--- src/rtl/core/pbwl_pkg.sv ---
// pbwl_pkg: shared widths, codes and helpers of the port bandwidth watermark limiter
// no dependencies; imported by the interfaces, the divider and the top level
package pbwl_pkg;

    localparam int NUM_PORTS  = 8;
    localparam int NUM_SLOTS  = 2 * NUM_PORTS;
    localparam int SLOT_W     = $clog2(NUM_SLOTS);

    localparam int PORT_W     = 3;
    localparam int NOW_W      = 48;
    localparam int SIZE_W     = 32;
    localparam int BPC_W      = 16;
    localparam int LAT_W      = 16;
    localparam int CFG_IDX_W  = 2;
    localparam int CFG_DATA_W = 16;

    localparam int DIV_STEPS  = SIZE_W;
    localparam int DIV_CNT_W  = $clog2(DIV_STEPS);
    localparam int DUR_W      = SIZE_W + 1;

    typedef logic [NOW_W-1:0] t_cycle;

    typedef enum logic [CFG_IDX_W-1:0] {
        CFG_BYTES_PER_CYCLE   = 2'd0,
        CFG_BASE_LATENCY      = 2'd1,
        CFG_SHARED_READ_WRITE = 2'd2
    } t_cfg_idx;

    typedef enum logic {
        OP_QUERY  = 1'b0,
        OP_COMMIT = 1'b1
    } t_op;

    localparam t_cycle CYCLE_MAX = '1;

    function automatic t_cycle sat_add(input t_cycle a, input logic [DUR_W-1:0] b);
        logic [NOW_W:0] s;
        begin
            s = {1'b0, a} + (NOW_W + 1)'(b);
            sat_add = s[NOW_W] ? CYCLE_MAX : s[NOW_W-1:0];
        end
    endfunction

endpackage

--- src/rtl/core/pbwl_if.sv ---
// pbwl_if: valid/ready channels of the limiter (request, result, register write)
// depends on pbwl_pkg for field widths
interface pbwl_req_if import pbwl_pkg::*; ();
    logic              valid;
    logic              ready;
    logic              op;
    logic [PORT_W-1:0] port_index;
    logic [NOW_W-1:0]  now;
    logic [SIZE_W-1:0] transfer_size;
    logic              write_dir;

    modport source (output valid, op, port_index, now, transfer_size, write_dir,
                    input ready);
    modport sink   (input valid, op, port_index, now, transfer_size, write_dir,
                    output ready);
endinterface

interface pbwl_rsp_if import pbwl_pkg::*; ();
    logic             valid;
    logic             ready;
    logic [NOW_W-1:0] delay_cycles;

    modport source (output valid, delay_cycles, input ready);
    modport sink   (input valid, delay_cycles, output ready);
endinterface

interface pbwl_cfg_if import pbwl_pkg::*; ();
    logic                  valid;
    logic                  ready;
    logic [CFG_IDX_W-1:0]  index;
    logic [CFG_DATA_W-1:0] data;

    modport source (output valid, index, data, input ready);
    modport sink   (input valid, index, data, output ready);
endinterface

--- src/rtl/core/pbwl_ram.sv ---
// pbwl_ram: generic single write port, single read port ram with registered read
// no dependencies
module pbwl_ram #(
    parameter int WIDTH = 8,
    parameter int DEPTH = 16
) (
    input  logic                     i_clk,
    input  logic                     i_we,
    input  logic [$clog2(DEPTH)-1:0] i_waddr,
    input  logic [WIDTH-1:0]         i_wdata,
    input  logic [$clog2(DEPTH)-1:0] i_raddr,
    output logic [WIDTH-1:0]         o_rdata
);

    logic [WIDTH-1:0] r_mem [DEPTH];
    logic [WIDTH-1:0] r_rdata;

    always_ff @(posedge i_clk) begin
        if (i_we) begin
            r_mem[i_waddr] <= i_wdata;
        end
        r_rdata <= r_mem[i_raddr];
    end

    assign o_rdata = r_rdata;

endmodule

--- src/rtl/core/pbwl_div.sv ---
// pbwl_div: radix-2 restoring divider giving ceil(dividend / divisor), one bit a cycle
// depends on pbwl_pkg; divisor must be nonzero while busy
module pbwl_div import pbwl_pkg::*; (
    input  logic              i_clk,
    input  logic              i_rst_n,
    input  logic              i_start,
    input  logic [SIZE_W-1:0] i_dividend,
    input  logic [BPC_W-1:0]  i_divisor,
    output logic              o_done,
    output logic [DUR_W-1:0]  o_ceil
);

    logic                 r_busy;
    logic                 r_done;
    logic [DIV_CNT_W-1:0] r_cnt;
    logic [BPC_W-1:0]     r_rem;
    logic [SIZE_W-1:0]    r_quo;
    logic [BPC_W-1:0]     r_div;

    logic [BPC_W:0]       trial;
    logic                 fits;
    logic [BPC_W-1:0]     n_rem;

    always_comb begin
        trial = {r_rem, r_quo[SIZE_W-1]};
        fits  = trial >= {1'b0, r_div};
        n_rem = fits ? BPC_W'(trial - {1'b0, r_div}) : trial[BPC_W-1:0];
    end

    always_ff @(posedge i_clk) begin
        if (!i_rst_n) begin
            r_busy <= 1'b0;
            r_done <= 1'b0;
            r_cnt  <= '0;
        end else begin
            r_done <= 1'b0;
            if (i_start) begin
                r_busy <= 1'b1;
                r_cnt  <= '0;
            end else if (r_busy) begin
                r_cnt <= r_cnt + 1'b1;
                if (r_cnt == DIV_CNT_W'(DIV_STEPS - 1)) begin
                    r_busy <= 1'b0;
                    r_done <= 1'b1;
                end
            end
        end
    end

    always_ff @(posedge i_clk) begin
        if (i_start) begin
            r_rem <= '0;
            r_quo <= i_dividend;
            r_div <= i_divisor;
        end else if (r_busy) begin
            r_rem <= n_rem;
            r_quo <= {r_quo[SIZE_W-2:0], fits};
        end
    end

    assign o_done = r_done;
    assign o_ceil = {1'b0, r_quo} + DUR_W'(|r_rem);

endmodule

--- src/rtl/core/port_bandwidth_watermark_limiter_top.sv ---
// port_bandwidth_watermark_limiter_top: per-port read/write watermark bandwidth limiter
// depends on pbwl_pkg, pbwl_if (request, result and register channels), pbwl_ram, pbwl_div
//
// usage:
//   i_cfg writes bytes_per_cycle (index 0), base_latency (1), shared_read_write (2);
//   it is always ready and should be written only while no request is in flight
//   i_req takes one word at a time: a query returns max(watermark - now, 0) plus
//   base_latency; a commit to an active port books ceil(transfer_size /
//   bytes_per_cycle) cycles after max(now, watermark); every commit returns 0
//   o_rsp gives exactly one word per request
// timing:
//   a query result is registered after S_LOOK (ram read out, compare) and S_FIN (add)
//   a commit to an active port also waits in S_DIV for the 32-step divider;
//   a commit to an unlimited or out-of-range port goes through S_LOOK and S_FIN only
//   a new request is accepted at the earliest the cycle after the previous result is
//   registered, so the limiter never takes a request before the last one is through
// reset:
//   synchronous reset clears control registers and all 16 watermark valid bits at once;
//   an entry never written reads as zero, so no clearing pass is needed
// stall:
//   a finished result waits in the output register; while it is not taken the
//   next request still runs up to its own result and then holds
module port_bandwidth_watermark_limiter_top import pbwl_pkg::*; (
    input  logic   i_clk,
    input  logic   i_rst_n,
    pbwl_req_if.sink   i_req,
    pbwl_rsp_if.source o_rsp,
    pbwl_cfg_if.sink   i_cfg
);

    typedef enum logic [1:0] {
        S_IDLE,
        S_LOOK,
        S_DIV,
        S_FIN
    } t_state;

    t_state            r_state;
    logic [BPC_W-1:0]  r_bpc;
    logic [LAT_W-1:0]  r_lat;
    logic              r_shared;
    logic [NUM_SLOTS-1:0] r_vld;

    logic              r_op;
    logic              r_active;
    logic [SLOT_W-1:0] r_slot;
    t_cycle            r_now;
    t_cycle            r_wait;
    t_cycle            r_start;
    logic [DUR_W-1:0]  r_dur;

    logic              r_out_valid;
    t_cycle            r_out_data;

    logic              req_fire;
    logic              sel_wr;
    logic [PORT_W:0]   slot_wide;
    logic [SLOT_W-1:0] n_slot;
    logic              n_active;
    logic              div_start;
    logic              div_done;
    logic [DUR_W-1:0]  div_ceil;
    t_cycle            ram_rdata;
    t_cycle            wm;
    logic              ram_we;
    logic              out_free;

    assign i_cfg.ready = 1'b1;
    assign i_req.ready = (r_state == S_IDLE);
    assign req_fire    = i_req.valid && i_req.ready;

    always_comb begin
        sel_wr    = i_req.write_dir || r_shared;
        slot_wide = {i_req.port_index, sel_wr};
        n_slot    = SLOT_W'(slot_wide);
        n_active  = (r_bpc != '0) && (7'(i_req.port_index) < 7'(NUM_PORTS));
        div_start = req_fire && (i_req.op == OP_COMMIT) && n_active;
        wm        = (r_active && r_vld[r_slot]) ? ram_rdata : '0;
        out_free  = !r_out_valid || o_rsp.ready;
        ram_we    = (r_state == S_FIN) && out_free && (r_op == OP_COMMIT) && r_active;
    end

    pbwl_ram #(
        .WIDTH (NOW_W),
        .DEPTH (NUM_SLOTS)
    ) u_ram (
        .i_clk   (i_clk),
        .i_we    (ram_we),
        .i_waddr (r_slot),
        .i_wdata (sat_add(r_start, r_dur)),
        .i_raddr (n_slot),
        .o_rdata (ram_rdata)
    );

    pbwl_div u_div (
        .i_clk      (i_clk),
        .i_rst_n    (i_rst_n),
        .i_start    (div_start),
        .i_dividend (i_req.transfer_size),
        .i_divisor  (r_bpc),
        .o_done     (div_done),
        .o_ceil     (div_ceil)
    );

    always_ff @(posedge i_clk) begin
        if (!i_rst_n) begin
            r_bpc    <= '0;
            r_lat    <= '0;
            r_shared <= 1'b0;
        end else if (i_cfg.valid && i_cfg.ready) begin
            case (t_cfg_idx'(i_cfg.index))
                CFG_BYTES_PER_CYCLE:   r_bpc    <= i_cfg.data[BPC_W-1:0];
                CFG_BASE_LATENCY:      r_lat    <= i_cfg.data[LAT_W-1:0];
                CFG_SHARED_READ_WRITE: r_shared <= i_cfg.data[0];
                default: ;
            endcase
        end
    end

    always_ff @(posedge i_clk) begin
        if (!i_rst_n) begin
            r_state     <= S_IDLE;
            r_vld       <= '0;
            r_out_valid <= 1'b0;
        end else begin
            if (r_state == S_FIN && out_free) begin
                r_out_valid <= 1'b1;
            end else if (o_rsp.ready) begin
                r_out_valid <= 1'b0;
            end
            case (r_state)
                S_IDLE: begin
                    if (req_fire) begin
                        r_state <= S_LOOK;
                    end
                end
                S_LOOK: begin
                    r_state <= (r_op == OP_COMMIT && r_active) ? S_DIV : S_FIN;
                end
                S_DIV: begin
                    if (div_done) begin
                        r_state <= S_FIN;
                    end
                end
                S_FIN: begin
                    if (out_free) begin
                        r_state <= S_IDLE;
                        if (ram_we) begin
                            r_vld[r_slot] <= 1'b1;
                        end
                    end
                end
                default: r_state <= S_IDLE;
            endcase
        end
    end

    always_ff @(posedge i_clk) begin
        if (req_fire) begin
            r_op     <= i_req.op;
            r_active <= n_active;
            r_slot   <= n_slot;
            r_now    <= i_req.now;
        end
        if (r_state == S_LOOK) begin
            r_wait  <= (wm > r_now) ? wm - r_now : '0;
            r_start <= (wm > r_now) ? wm : r_now;
        end
        if (r_state == S_DIV && div_done) begin
            r_dur <= div_ceil;
        end
        if (r_state == S_FIN && out_free) begin
            r_out_data <= (r_op == OP_COMMIT) ? '0 : sat_add(r_wait, DUR_W'(r_lat));
        end
    end

    assign o_rsp.valid        = r_out_valid;
    assign o_rsp.delay_cycles = r_out_data;

endmodule
--- src/flat_wrapper.sv ---
// flat-port wrapper written by rule: the top's interface ports become plain ports
module port_bandwidth_watermark_limiter_top_flat import pbwl_pkg::*;
  (i_clk, i_rst_n, i_req_valid, i_req_op, i_req_port_index, i_req_now, i_req_transfer_size, i_req_write_dir, i_req_ready, o_rsp_valid, o_rsp_delay_cycles, o_rsp_ready, i_cfg_valid, i_cfg_index, i_cfg_data, i_cfg_ready);
  pbwl_req_if i_req_i ();
  pbwl_rsp_if o_rsp_i ();
  pbwl_cfg_if i_cfg_i ();
  input  logic i_clk;
  input  logic i_rst_n;
  input wire logic [$bits(i_req_i.valid)-1:0] i_req_valid;
  input wire logic [$bits(i_req_i.op)-1:0] i_req_op;
  input wire logic [$bits(i_req_i.port_index)-1:0] i_req_port_index;
  input wire logic [$bits(i_req_i.now)-1:0] i_req_now;
  input wire logic [$bits(i_req_i.transfer_size)-1:0] i_req_transfer_size;
  input wire logic [$bits(i_req_i.write_dir)-1:0] i_req_write_dir;
  output wire logic [$bits(i_req_i.ready)-1:0] i_req_ready;
  output wire logic [$bits(o_rsp_i.valid)-1:0] o_rsp_valid;
  output wire logic [$bits(o_rsp_i.delay_cycles)-1:0] o_rsp_delay_cycles;
  input wire logic [$bits(o_rsp_i.ready)-1:0] o_rsp_ready;
  input wire logic [$bits(i_cfg_i.valid)-1:0] i_cfg_valid;
  input wire logic [$bits(i_cfg_i.index)-1:0] i_cfg_index;
  input wire logic [$bits(i_cfg_i.data)-1:0] i_cfg_data;
  output wire logic [$bits(i_cfg_i.ready)-1:0] i_cfg_ready;
  assign i_req_i.valid = i_req_valid;
  assign i_req_i.op = i_req_op;
  assign i_req_i.port_index = i_req_port_index;
  assign i_req_i.now = i_req_now;
  assign i_req_i.transfer_size = i_req_transfer_size;
  assign i_req_i.write_dir = i_req_write_dir;
  assign i_req_ready = i_req_i.ready;
  assign o_rsp_valid = o_rsp_i.valid;
  assign o_rsp_delay_cycles = o_rsp_i.delay_cycles;
  assign o_rsp_i.ready = o_rsp_ready;
  assign i_cfg_i.valid = i_cfg_valid;
  assign i_cfg_i.index = i_cfg_index;
  assign i_cfg_i.data = i_cfg_data;
  assign i_cfg_ready = i_cfg_i.ready;
  port_bandwidth_watermark_limiter_top u_core (.i_clk(i_clk), .i_rst_n(i_rst_n), .i_req(i_req_i), .o_rsp(o_rsp_i), .i_cfg(i_cfg_i));
endmodule
--- config.mk ---
export PLATFORM = sky130hd
export DESIGN_NAME = port_bandwidth_watermark_limiter_top_flat
export DESIGN_NICKNAME = d
export VERILOG_FILES = /design/src/rtl/core/pbwl_pkg.sv /design/src/rtl/core/pbwl_if.sv /design/src/rtl/core/pbwl_ram.sv /design/src/rtl/core/pbwl_div.sv /design/src/rtl/core/port_bandwidth_watermark_limiter_top.sv /design/src/flat_wrapper.sv
export SDC_FILE = /design/constraint.sdc
export NUM_CORES = 1
export LEC_CHECK = 0
export BUFFER_PORTS_ARGS = -buffer_cell sky130_fd_sc_hd__buf_2
export CORE_UTILIZATION = 55
export DETAILED_ROUTE_END_ITERATION = 7
export GPL_ROUTABILITY_DRIVEN = 0
export PLACE_DENSITY_LB_ADDON = 0.08
export SYNTH_ARGS = -nofsm -noshare
export SYNTH_HDL_FRONTEND = slang
export SYNTH_SLANG_ARGS = --single-unit
--- constraint.sdc ---
create_clock -name i_clk -period 8.3 [get_ports i_clk]
set_input_delay 0.83 -clock i_clk [delete_from_list [all_inputs] [get_ports i_clk]]
set_output_delay 0.83 -clock i_clk [all_outputs]
set_load 0.02 [all_outputs]
# Yosys cells after proc, flatten, opt, wreduce, memory -nomap -nowiden
# Memory sizes are Yosys's and may differ from the RTL's. A register that Yosys moved wholly into a read port is not among the register bits.
# Cells that the tools add are included.
# Widths: inputs -> output; s select.
# word_totals
regBits	354
mem_bits_rw	768
in_bits	108
output_inout_bits	51
wordCells	93
mem_count	1
# classes
addsub	6
magnitude_cmp	4
eq_ne	9
mux	24
n_bitwise	3
reduce_logical	26
# mem_list
name	depth	width	read_ports	rd_clocked_by_memory_dff	wr	line_no	rtl
u_core.u_ram.r_mem	16	48	1	1	1	pbwl_ram.sv:15	logic [WIDTH-1:0] r_mem [DEPTH];
# ops
cell	n
$mux 48	4
$mux 32	2
$add 48x16->49	1
$add 48x33->49	1
$gt 48x48->1	1
$sub 48x48->48	1
$add 32x1->33	1
$ge 17x16->1	1
$mux 16	1
$or 16x16->16	1
$reduce_bool 16->1	1
$reduce_or 16->1	1
$sub 16x16->16	1
$mux 1	11
$logic_and 1x1->1	10
$pmux 2 s4	1
$eq 2x2->1 const B	3
$mux 2	3
$reduce_and 2->1	3
$reduce_and 3->1	2
$add 5x1->5 const B	1
$eq 5x5->1 const B	1
$lt 4x5->1 const B	1
$bmux 1 s4	1
12 further kinds	18

# Longest topological paths before layout
# depth
ltp_word	7
ltp_mapped	19
ltp_nobuf	15

# Hierarchy
# From an unflattened synthesis, not the netlist that was laid out.
# unflattened
hier_cells	3425
area_unflattened_um2	51335.5
# by_module_without_submodules
module	n_inst	cells_each	area_per_inst_um2	seq_area_each_um2
pbwl_ram	1	1242	29694.7	24023.0
port_bandwidth_watermark_limiter_top	1	1763	17299.1	7977.7
pbwl_div	1	420	4341.7	1901.8

# Worst setup path before layout
# OpenSTA, ideal clock, no wires.
# synth_path
path_type	in2reg
startpoint	input o_rsp_ready
endpoint	memory u_core.u_ram.r_mem[0][0] in the netlist's numbering, enable pin
setup_time_ns	0.515
arrival_ns	7.283
t_required_ns	7.785
path_slack_ns	0.501
stages	5
n_path_buf	0
cell_sequence	nor2b_1 nor2b_1 nand3_1 or3_1 nor3_1
# synth_between
elab_chain_len	6
# synth_lines
element	line_no	rtl
start: declaration	flat_wrapper.sv:18	input wire logic [$bits(o_rsp_i.ready)-1:0] o_rsp_ready;
$logic_or 1x1->1	port_bandwidth_watermark_limiter_top.sv:79	out_free = !r_out_valid || o_rsp.ready;
$logic_and 1x1->1 (3 in a row)	port_bandwidth_watermark_limiter_top.sv:80	ram_we = (r_state == S_FIN) && out_free && (r_op == OP_COMMIT) && r_active;
$mux 1	pbwl_ram.sv:19	if (i_we) begin
$mux 1 (implied by the code)	pbwl_ram.sv:20	r_mem[i_waddr] <= i_wdata;
end: declaration	pbwl_ram.sv:15	
# Every way passes these cells.

# Worst setup path after layout
# layout_path
startpoint	register u_core.r_slot[0]
endpoint	register u_core.r_start[2], data pin
# layout_between
elab_chain_len	6
# layout_lines
element	line_no	rtl
start: declaration	port_bandwidth_watermark_limiter_top.sv:46	logic [SLOT_W-1:0] r_slot;
start signal: assignment	port_bandwidth_watermark_limiter_top.sv:162	r_slot <= n_slot;
$bmux 1 s4 (*)	port_bandwidth_watermark_limiter_top.sv:78	wm = (r_active && r_vld[r_slot]) ? ram_rdata : '0;
$mux 1 (implied by the code) (*)	port_bandwidth_watermark_limiter_top.sv:78	
$logic_and 1x1->1 (*)	port_bandwidth_watermark_limiter_top.sv:78	
$mux 48 (*)	port_bandwidth_watermark_limiter_top.sv:78	
$gt 48x48->1	port_bandwidth_watermark_limiter_top.sv:167	r_start <= (wm > r_now) ? wm : r_now;
$mux 48 (*)	port_bandwidth_watermark_limiter_top.sv:167	
end signal: assignment	port_bandwidth_watermark_limiter_top.sv:167	
end: declaration	port_bandwidth_watermark_limiter_top.sv:49	t_cycle r_start;
# Every way passes the cells marked *; elsewhere a longest branch is shown, timed or not. The select of a mux whose other input is x is not followed.
# A chain may end at the register's enable or synchronous reset.

==> summary.txt <==
========================================================================================
Setup slack on the worst flop-to-flop path                                       2.81 ns
Sum of met3 wire segment lengths after detailed routing                          8450 um
Sequential element share of the synthesized area                                   0.667
Netlist cell types                                                                    82
First DRT Iteration DRCs                                                           2,953
Routed length on met2                                                          58,800 um
CP Capture Type                                                                     flop
Part of the cycle the worst path needs                                             0.661
Number of hold violations in the final report                                          0
Floorplan die height                                                              306 um
Maximum vdd ir drop                                                             0.186 mV
Gr ovfl total                                                                          0
Clk buf depth                                                                          3
Global routing usage summed across all routing layers                              0.263
DR WL/cell                                                                       26.1 um
Top library cells by usage in the layout, fill and taps aside               sky130_fd_sc_hd__edfxtp_1 (1,047), sky130_fd_sc_hd__nand2_1 (304), sky130_fd_sc_hd__mux4_2 (245), sky130_fd_sc_hd__buf_2 (155), sky130_fd_sc_hd__a21oi_1 (148)
Routed wire length                                                            122,000 um
Pin count of the biggest net entering global routing                                 123
Worst Setup Start Kind                                                              flop
Count of unresolved DRC violations after routing                                       0
Start-to-end type of the worst setup path                                   flop to flop
Post-CTS Hold Buffers                                                                  0
Routed length on met1                                                          52,200 um
Cell Chain, Critical Path                                                   mux4_2 -> mux4_2 -> and2_1 -> nand2_1 -> ha_1 -> fa_1 -> and2b_1 -> o31a_2 -> o21ai_2 -> o31a_4 -> a211oi_2 -> nor3_2 -> a31o_4 -> buf_12 -> mux2_2
Worst slew margin relative to its limit                                            0.182
Highest routing layer actually used                                                 met5
Via count of the first global-routing pass                                        28,600
Effective utilization at floorplan                                                 0.555
Total of fill cells in the finished design                                         6,575
Number of max-capacitance violations reported                                          0
Final net count                                                                    3,617
Setup violators final                                                                  0
Setup clock skew after layout                                                  0.0301 ns
Syn avg cell area                                                             15.8 sq um
Total I/O pin count                                                                  159
Share of layout cells above drive strength 1                                       0.209
Origin of the worst setup path                                              u_core.r_slot[0]
Number of antenna violations at the first check in global routing                      5
Clock latency on the worst-skew pair                                             0.71 ns
Cell with the largest stage delay on the worst path                         sky130_fd_sc_hd__mux4_2
FP Rows                                                                              111
Synth Cell Area                                                             50,800 sq um
Leakage power                                                                    20.4 nW
Async SR Flop Fraction                                                                 0
Required time of the worst setup path                                            8.74 ns
Inserted Clock Buffers                                                               116
Final number of max-transition violations                                              0
Wire length of the first global-routing pass                                  182,000 um
Reg-to-Reg End                                                              u_core.r_start[2]
Synthesis-to-finish area growth                                                    12.2%
CP max stage delay                                                               0.86 ns
Post-synth top area cell                                                    sky130_fd_sc_hd__edfxtp_1
Number of sinks handled by clock tree synthesis                                    1,170
CP Max Fanout                                                                         99
Worst Reg2Reg Path Length in Cells                                                    15
Number of search-and-repair iterations in the first detailed-routing pass              5
Count of input and output buffers                                                    157
Critical Path Most Common Cell                                              sky130_fd_sc_hd__mux4_2
Total Die Area                                                              93,700 sq um
Result of the run                                                              completed
Total core area                                                             91,700 sq um
H-tree depth                                                                           3
Slew of the pin with the lowest slew margin                                      1.22 ns
Yosys warnings                                                                         0
Post-route ant nets                                                                    0
Post-synth EDFFs                                                                   1,047
Post_cts resized                                                                       0
Hpwl dp                                                                        74,000 um
Achievable frequency                                                             182 MHz
Area fraction of the dominant cell type after synthesis                            0.618
Worst hold path class                                                       input port to flop
Util after Layout                                                                  0.622
Pwr dens                                                                     288 nW/um^2
Biggest area contributors in the synthesized netlist                        sky130_fd_sc_hd__edfxtp_1 (62%), sky130_fd_sc_hd__mux4_2 (11%), sky130_fd_sc_hd__dfxtp_1 (4.8%)
Gate count after technology mapping                                                3,220
Clock tree from TritonCTS                                                            yes
Avg Vias per Cell                                                                   6.17
Most instantiated flip-flop cell in the synthesis netlist                   sky130_fd_sc_hd__edfxtp_1
Root cell of the clock tree                                                 sky130_fd_sc_hd__clkbuf_16
Commonest non-fill, non-tap cell in the layout                              sky130_fd_sc_hd__edfxtp_1
Die width                                                                         306 um
Worst setup endpoint                                                        u_core.r_start[2]
Setup tns final                                                                     0 ns
Final critical-path required period                                              5.49 ns
Total vias in the final route                                                     28,900
Flops & latches, synth                                                             1,170
Worst path arrival time                                                          5.93 ns
Clock-pin slew of the registers on the worst-case setup and hold paths           0.06 ns
Crit Reg-Reg Startpoint                                                     u_core.r_slot[0]
RSZ-0062 raised after global routing                                               false
Synthesized net count                                                              3,454
Postcts setup bufs                                                                     0
========================================================================================
-- cells in the mapped netlist (9+ instances only) --
library cell,instances
sky130_fd_sc_hd__nor4_1,10
sky130_fd_sc_hd__nor2_1,125
sky130_fd_sc_hd__mux2_4,44
sky130_fd_sc_hd__nand2_1,304
sky130_fd_sc_hd__nor3_1,26
sky130_fd_sc_hd__inv_1,101
sky130_fd_sc_hd__clkbuf_1,94
sky130_fd_sc_hd__xnor2_1,84
sky130_fd_sc_hd__buf_2,34
sky130_fd_sc_hd__o21bai_1,18
sky130_fd_sc_hd__a31oi_1,20
sky130_fd_sc_hd__mux2i_1,10
sky130_fd_sc_hd__o21ai_0,72
sky130_fd_sc_hd__edfxtp_1,1047
sky130_fd_sc_hd__mux4_2,245
sky130_fd_sc_hd__nand4_1,36
sky130_fd_sc_hd__ha_1,122
sky130_fd_sc_hd__a21boi_0,38
sky130_fd_sc_hd__nand2b_1,20
sky130_fd_sc_hd__xor2_1,74
sky130_fd_sc_hd__and2_1,14
sky130_fd_sc_hd__nor2b_1,19
sky130_fd_sc_hd__and3_1,80
sky130_fd_sc_hd__dfxtp_1,123
sky130_fd_sc_hd__o21a_1,35
sky130_fd_sc_hd__buf_1,10
sky130_fd_sc_hd__nand3_1,59
sky130_fd_sc_hd__a21o_1,52
sky130_fd_sc_hd__a21oi_1,148
sky130_fd_sc_hd__a211oi_1,9
-- metal layers --
metal | vias up | track usage
met4 | 2 | 0.0706
met2 | 1051 | 0.425
met5 | - | 0
met1 | 14800 | 0.375
li1 | 12800 | -
met3 | 165 | 0.0381
-- cells by family (layout without fill, tap and decap cells) --
| group | count (synthesis) | in the layout | share of synthesized area |
|---|---|---|---|
| DFF | 1170 | 1170 | 0.667 |
| xor gates and xnor gates | 158 | 158 | 0.0272 |
| adders and majority gates | 126 | 126 | 0.0316 |
| AOI/OAI and AO/OA | 473 | 473 | 0.0604 |
| buffers and inverters | 253 | 520 | 0.0210 |
| and+or+nand+nor | 735 | 735 | 0.0684 |
| other | 1 | 3 | 0.0000737 |
| muxes | 304 | 304 | 0.125 |
-- worst min-delay path by stage --
| stage | startpoint | to | depth (start not counted) |
|---|---|---|---|
| floorplan | u_core.r_bpc[10] | u_core.u_div.r_div[10] | 0 |
| global placement | u_core.r_vld[2] | u_core.r_vld[2] | 1 |
| detailed placement | u_core.r_bpc[7] | u_core.u_div.r_div[7] | 0 |
| CTS | i_req_now[46] | u_core.r_now[46] | 1 |
| global route | i_req_now[46] | u_core.r_now[46] | 1 |
| finish | i_req_now[31] | u_core.r_now[31] | 1 |
-- sequential cells by signal (all words and copies together), names as in the netlist, 2 cells and up --
signal and count:
u_core.r_slot 4, u_core.o_rsp.delay_cycles 48, u_core.r_wait 48, u_core.r_dur 33
u_core.u_div.r_rem 16, u_core.u_div.r_div 16, u_core.r_now 48, u_core.u_ram.o_rdata 48
u_core.r_start 48, u_core.u_div.r_cnt 5, u_core.u_div.r_quo 32, u_core.r_bpc 16
u_core.r_lat 16, u_core.r_vld 16, u_core.r_state 2, u_core.u_ram.r_mem 768
-- where the power goes --
group | switching [W] | leakage (nW) | total (W) | internal (W)
sequential | 0.000338 | 10.5 | 0.00792 | 0.00758
combinational | 0.00201 | 7.83 | 0.00295 | 0.000945
clock | 0.00224 | 2.01 | 0.00554 | 0.00331
total | 0.00458 | 20.4 | 0.0164 | 0.0118
-- metrics by stage --
step,instances,setup slack [ns],total power (W),instance area (sq um),hold slack [ns]
3_3_place_gp,4451,2.89,0.0108,52900,0.443
2_1_floorplan,3220,0.501,0.00991,50800,0.430
6_report,4675,2.81,0.0164,57000,0.298
4_1_cts,4673,2.78,0.0165,57000,0.253
3_5_place_dp,4451,2.77,0.0109,52900,0.443
5_1_grt,4673,2.53,0.0171,57000,0.263
-- worst max-delay path: cells and delay by family (launching register included) --
family	cells	cell delay (ns)
buffers and inverters	1	0.44
flip-flops	1	0.55
AND/OR/NAND/NOR	4	0.87
AO/OA/AOI/OAI	5	1.12
adder cells (fa/ha/maj)	2	0.38
multiplexers	3	1.83
-- layout make-up --
type                    count  area, sq um  area share
clock buffers             156         3280      0.0574
clock inverters            66          837      0.0147
multi-input cells        1797        16000       0.281
inverters                 102          383     0.00671
well taps                1186         1480      0.0260
flip-flops and latches   1170        33900       0.594
repair buffers            196         1120      0.0197
diodes                      2         5.00   0.0000877
Note: power is estimated with default switching activity, not from simulation.
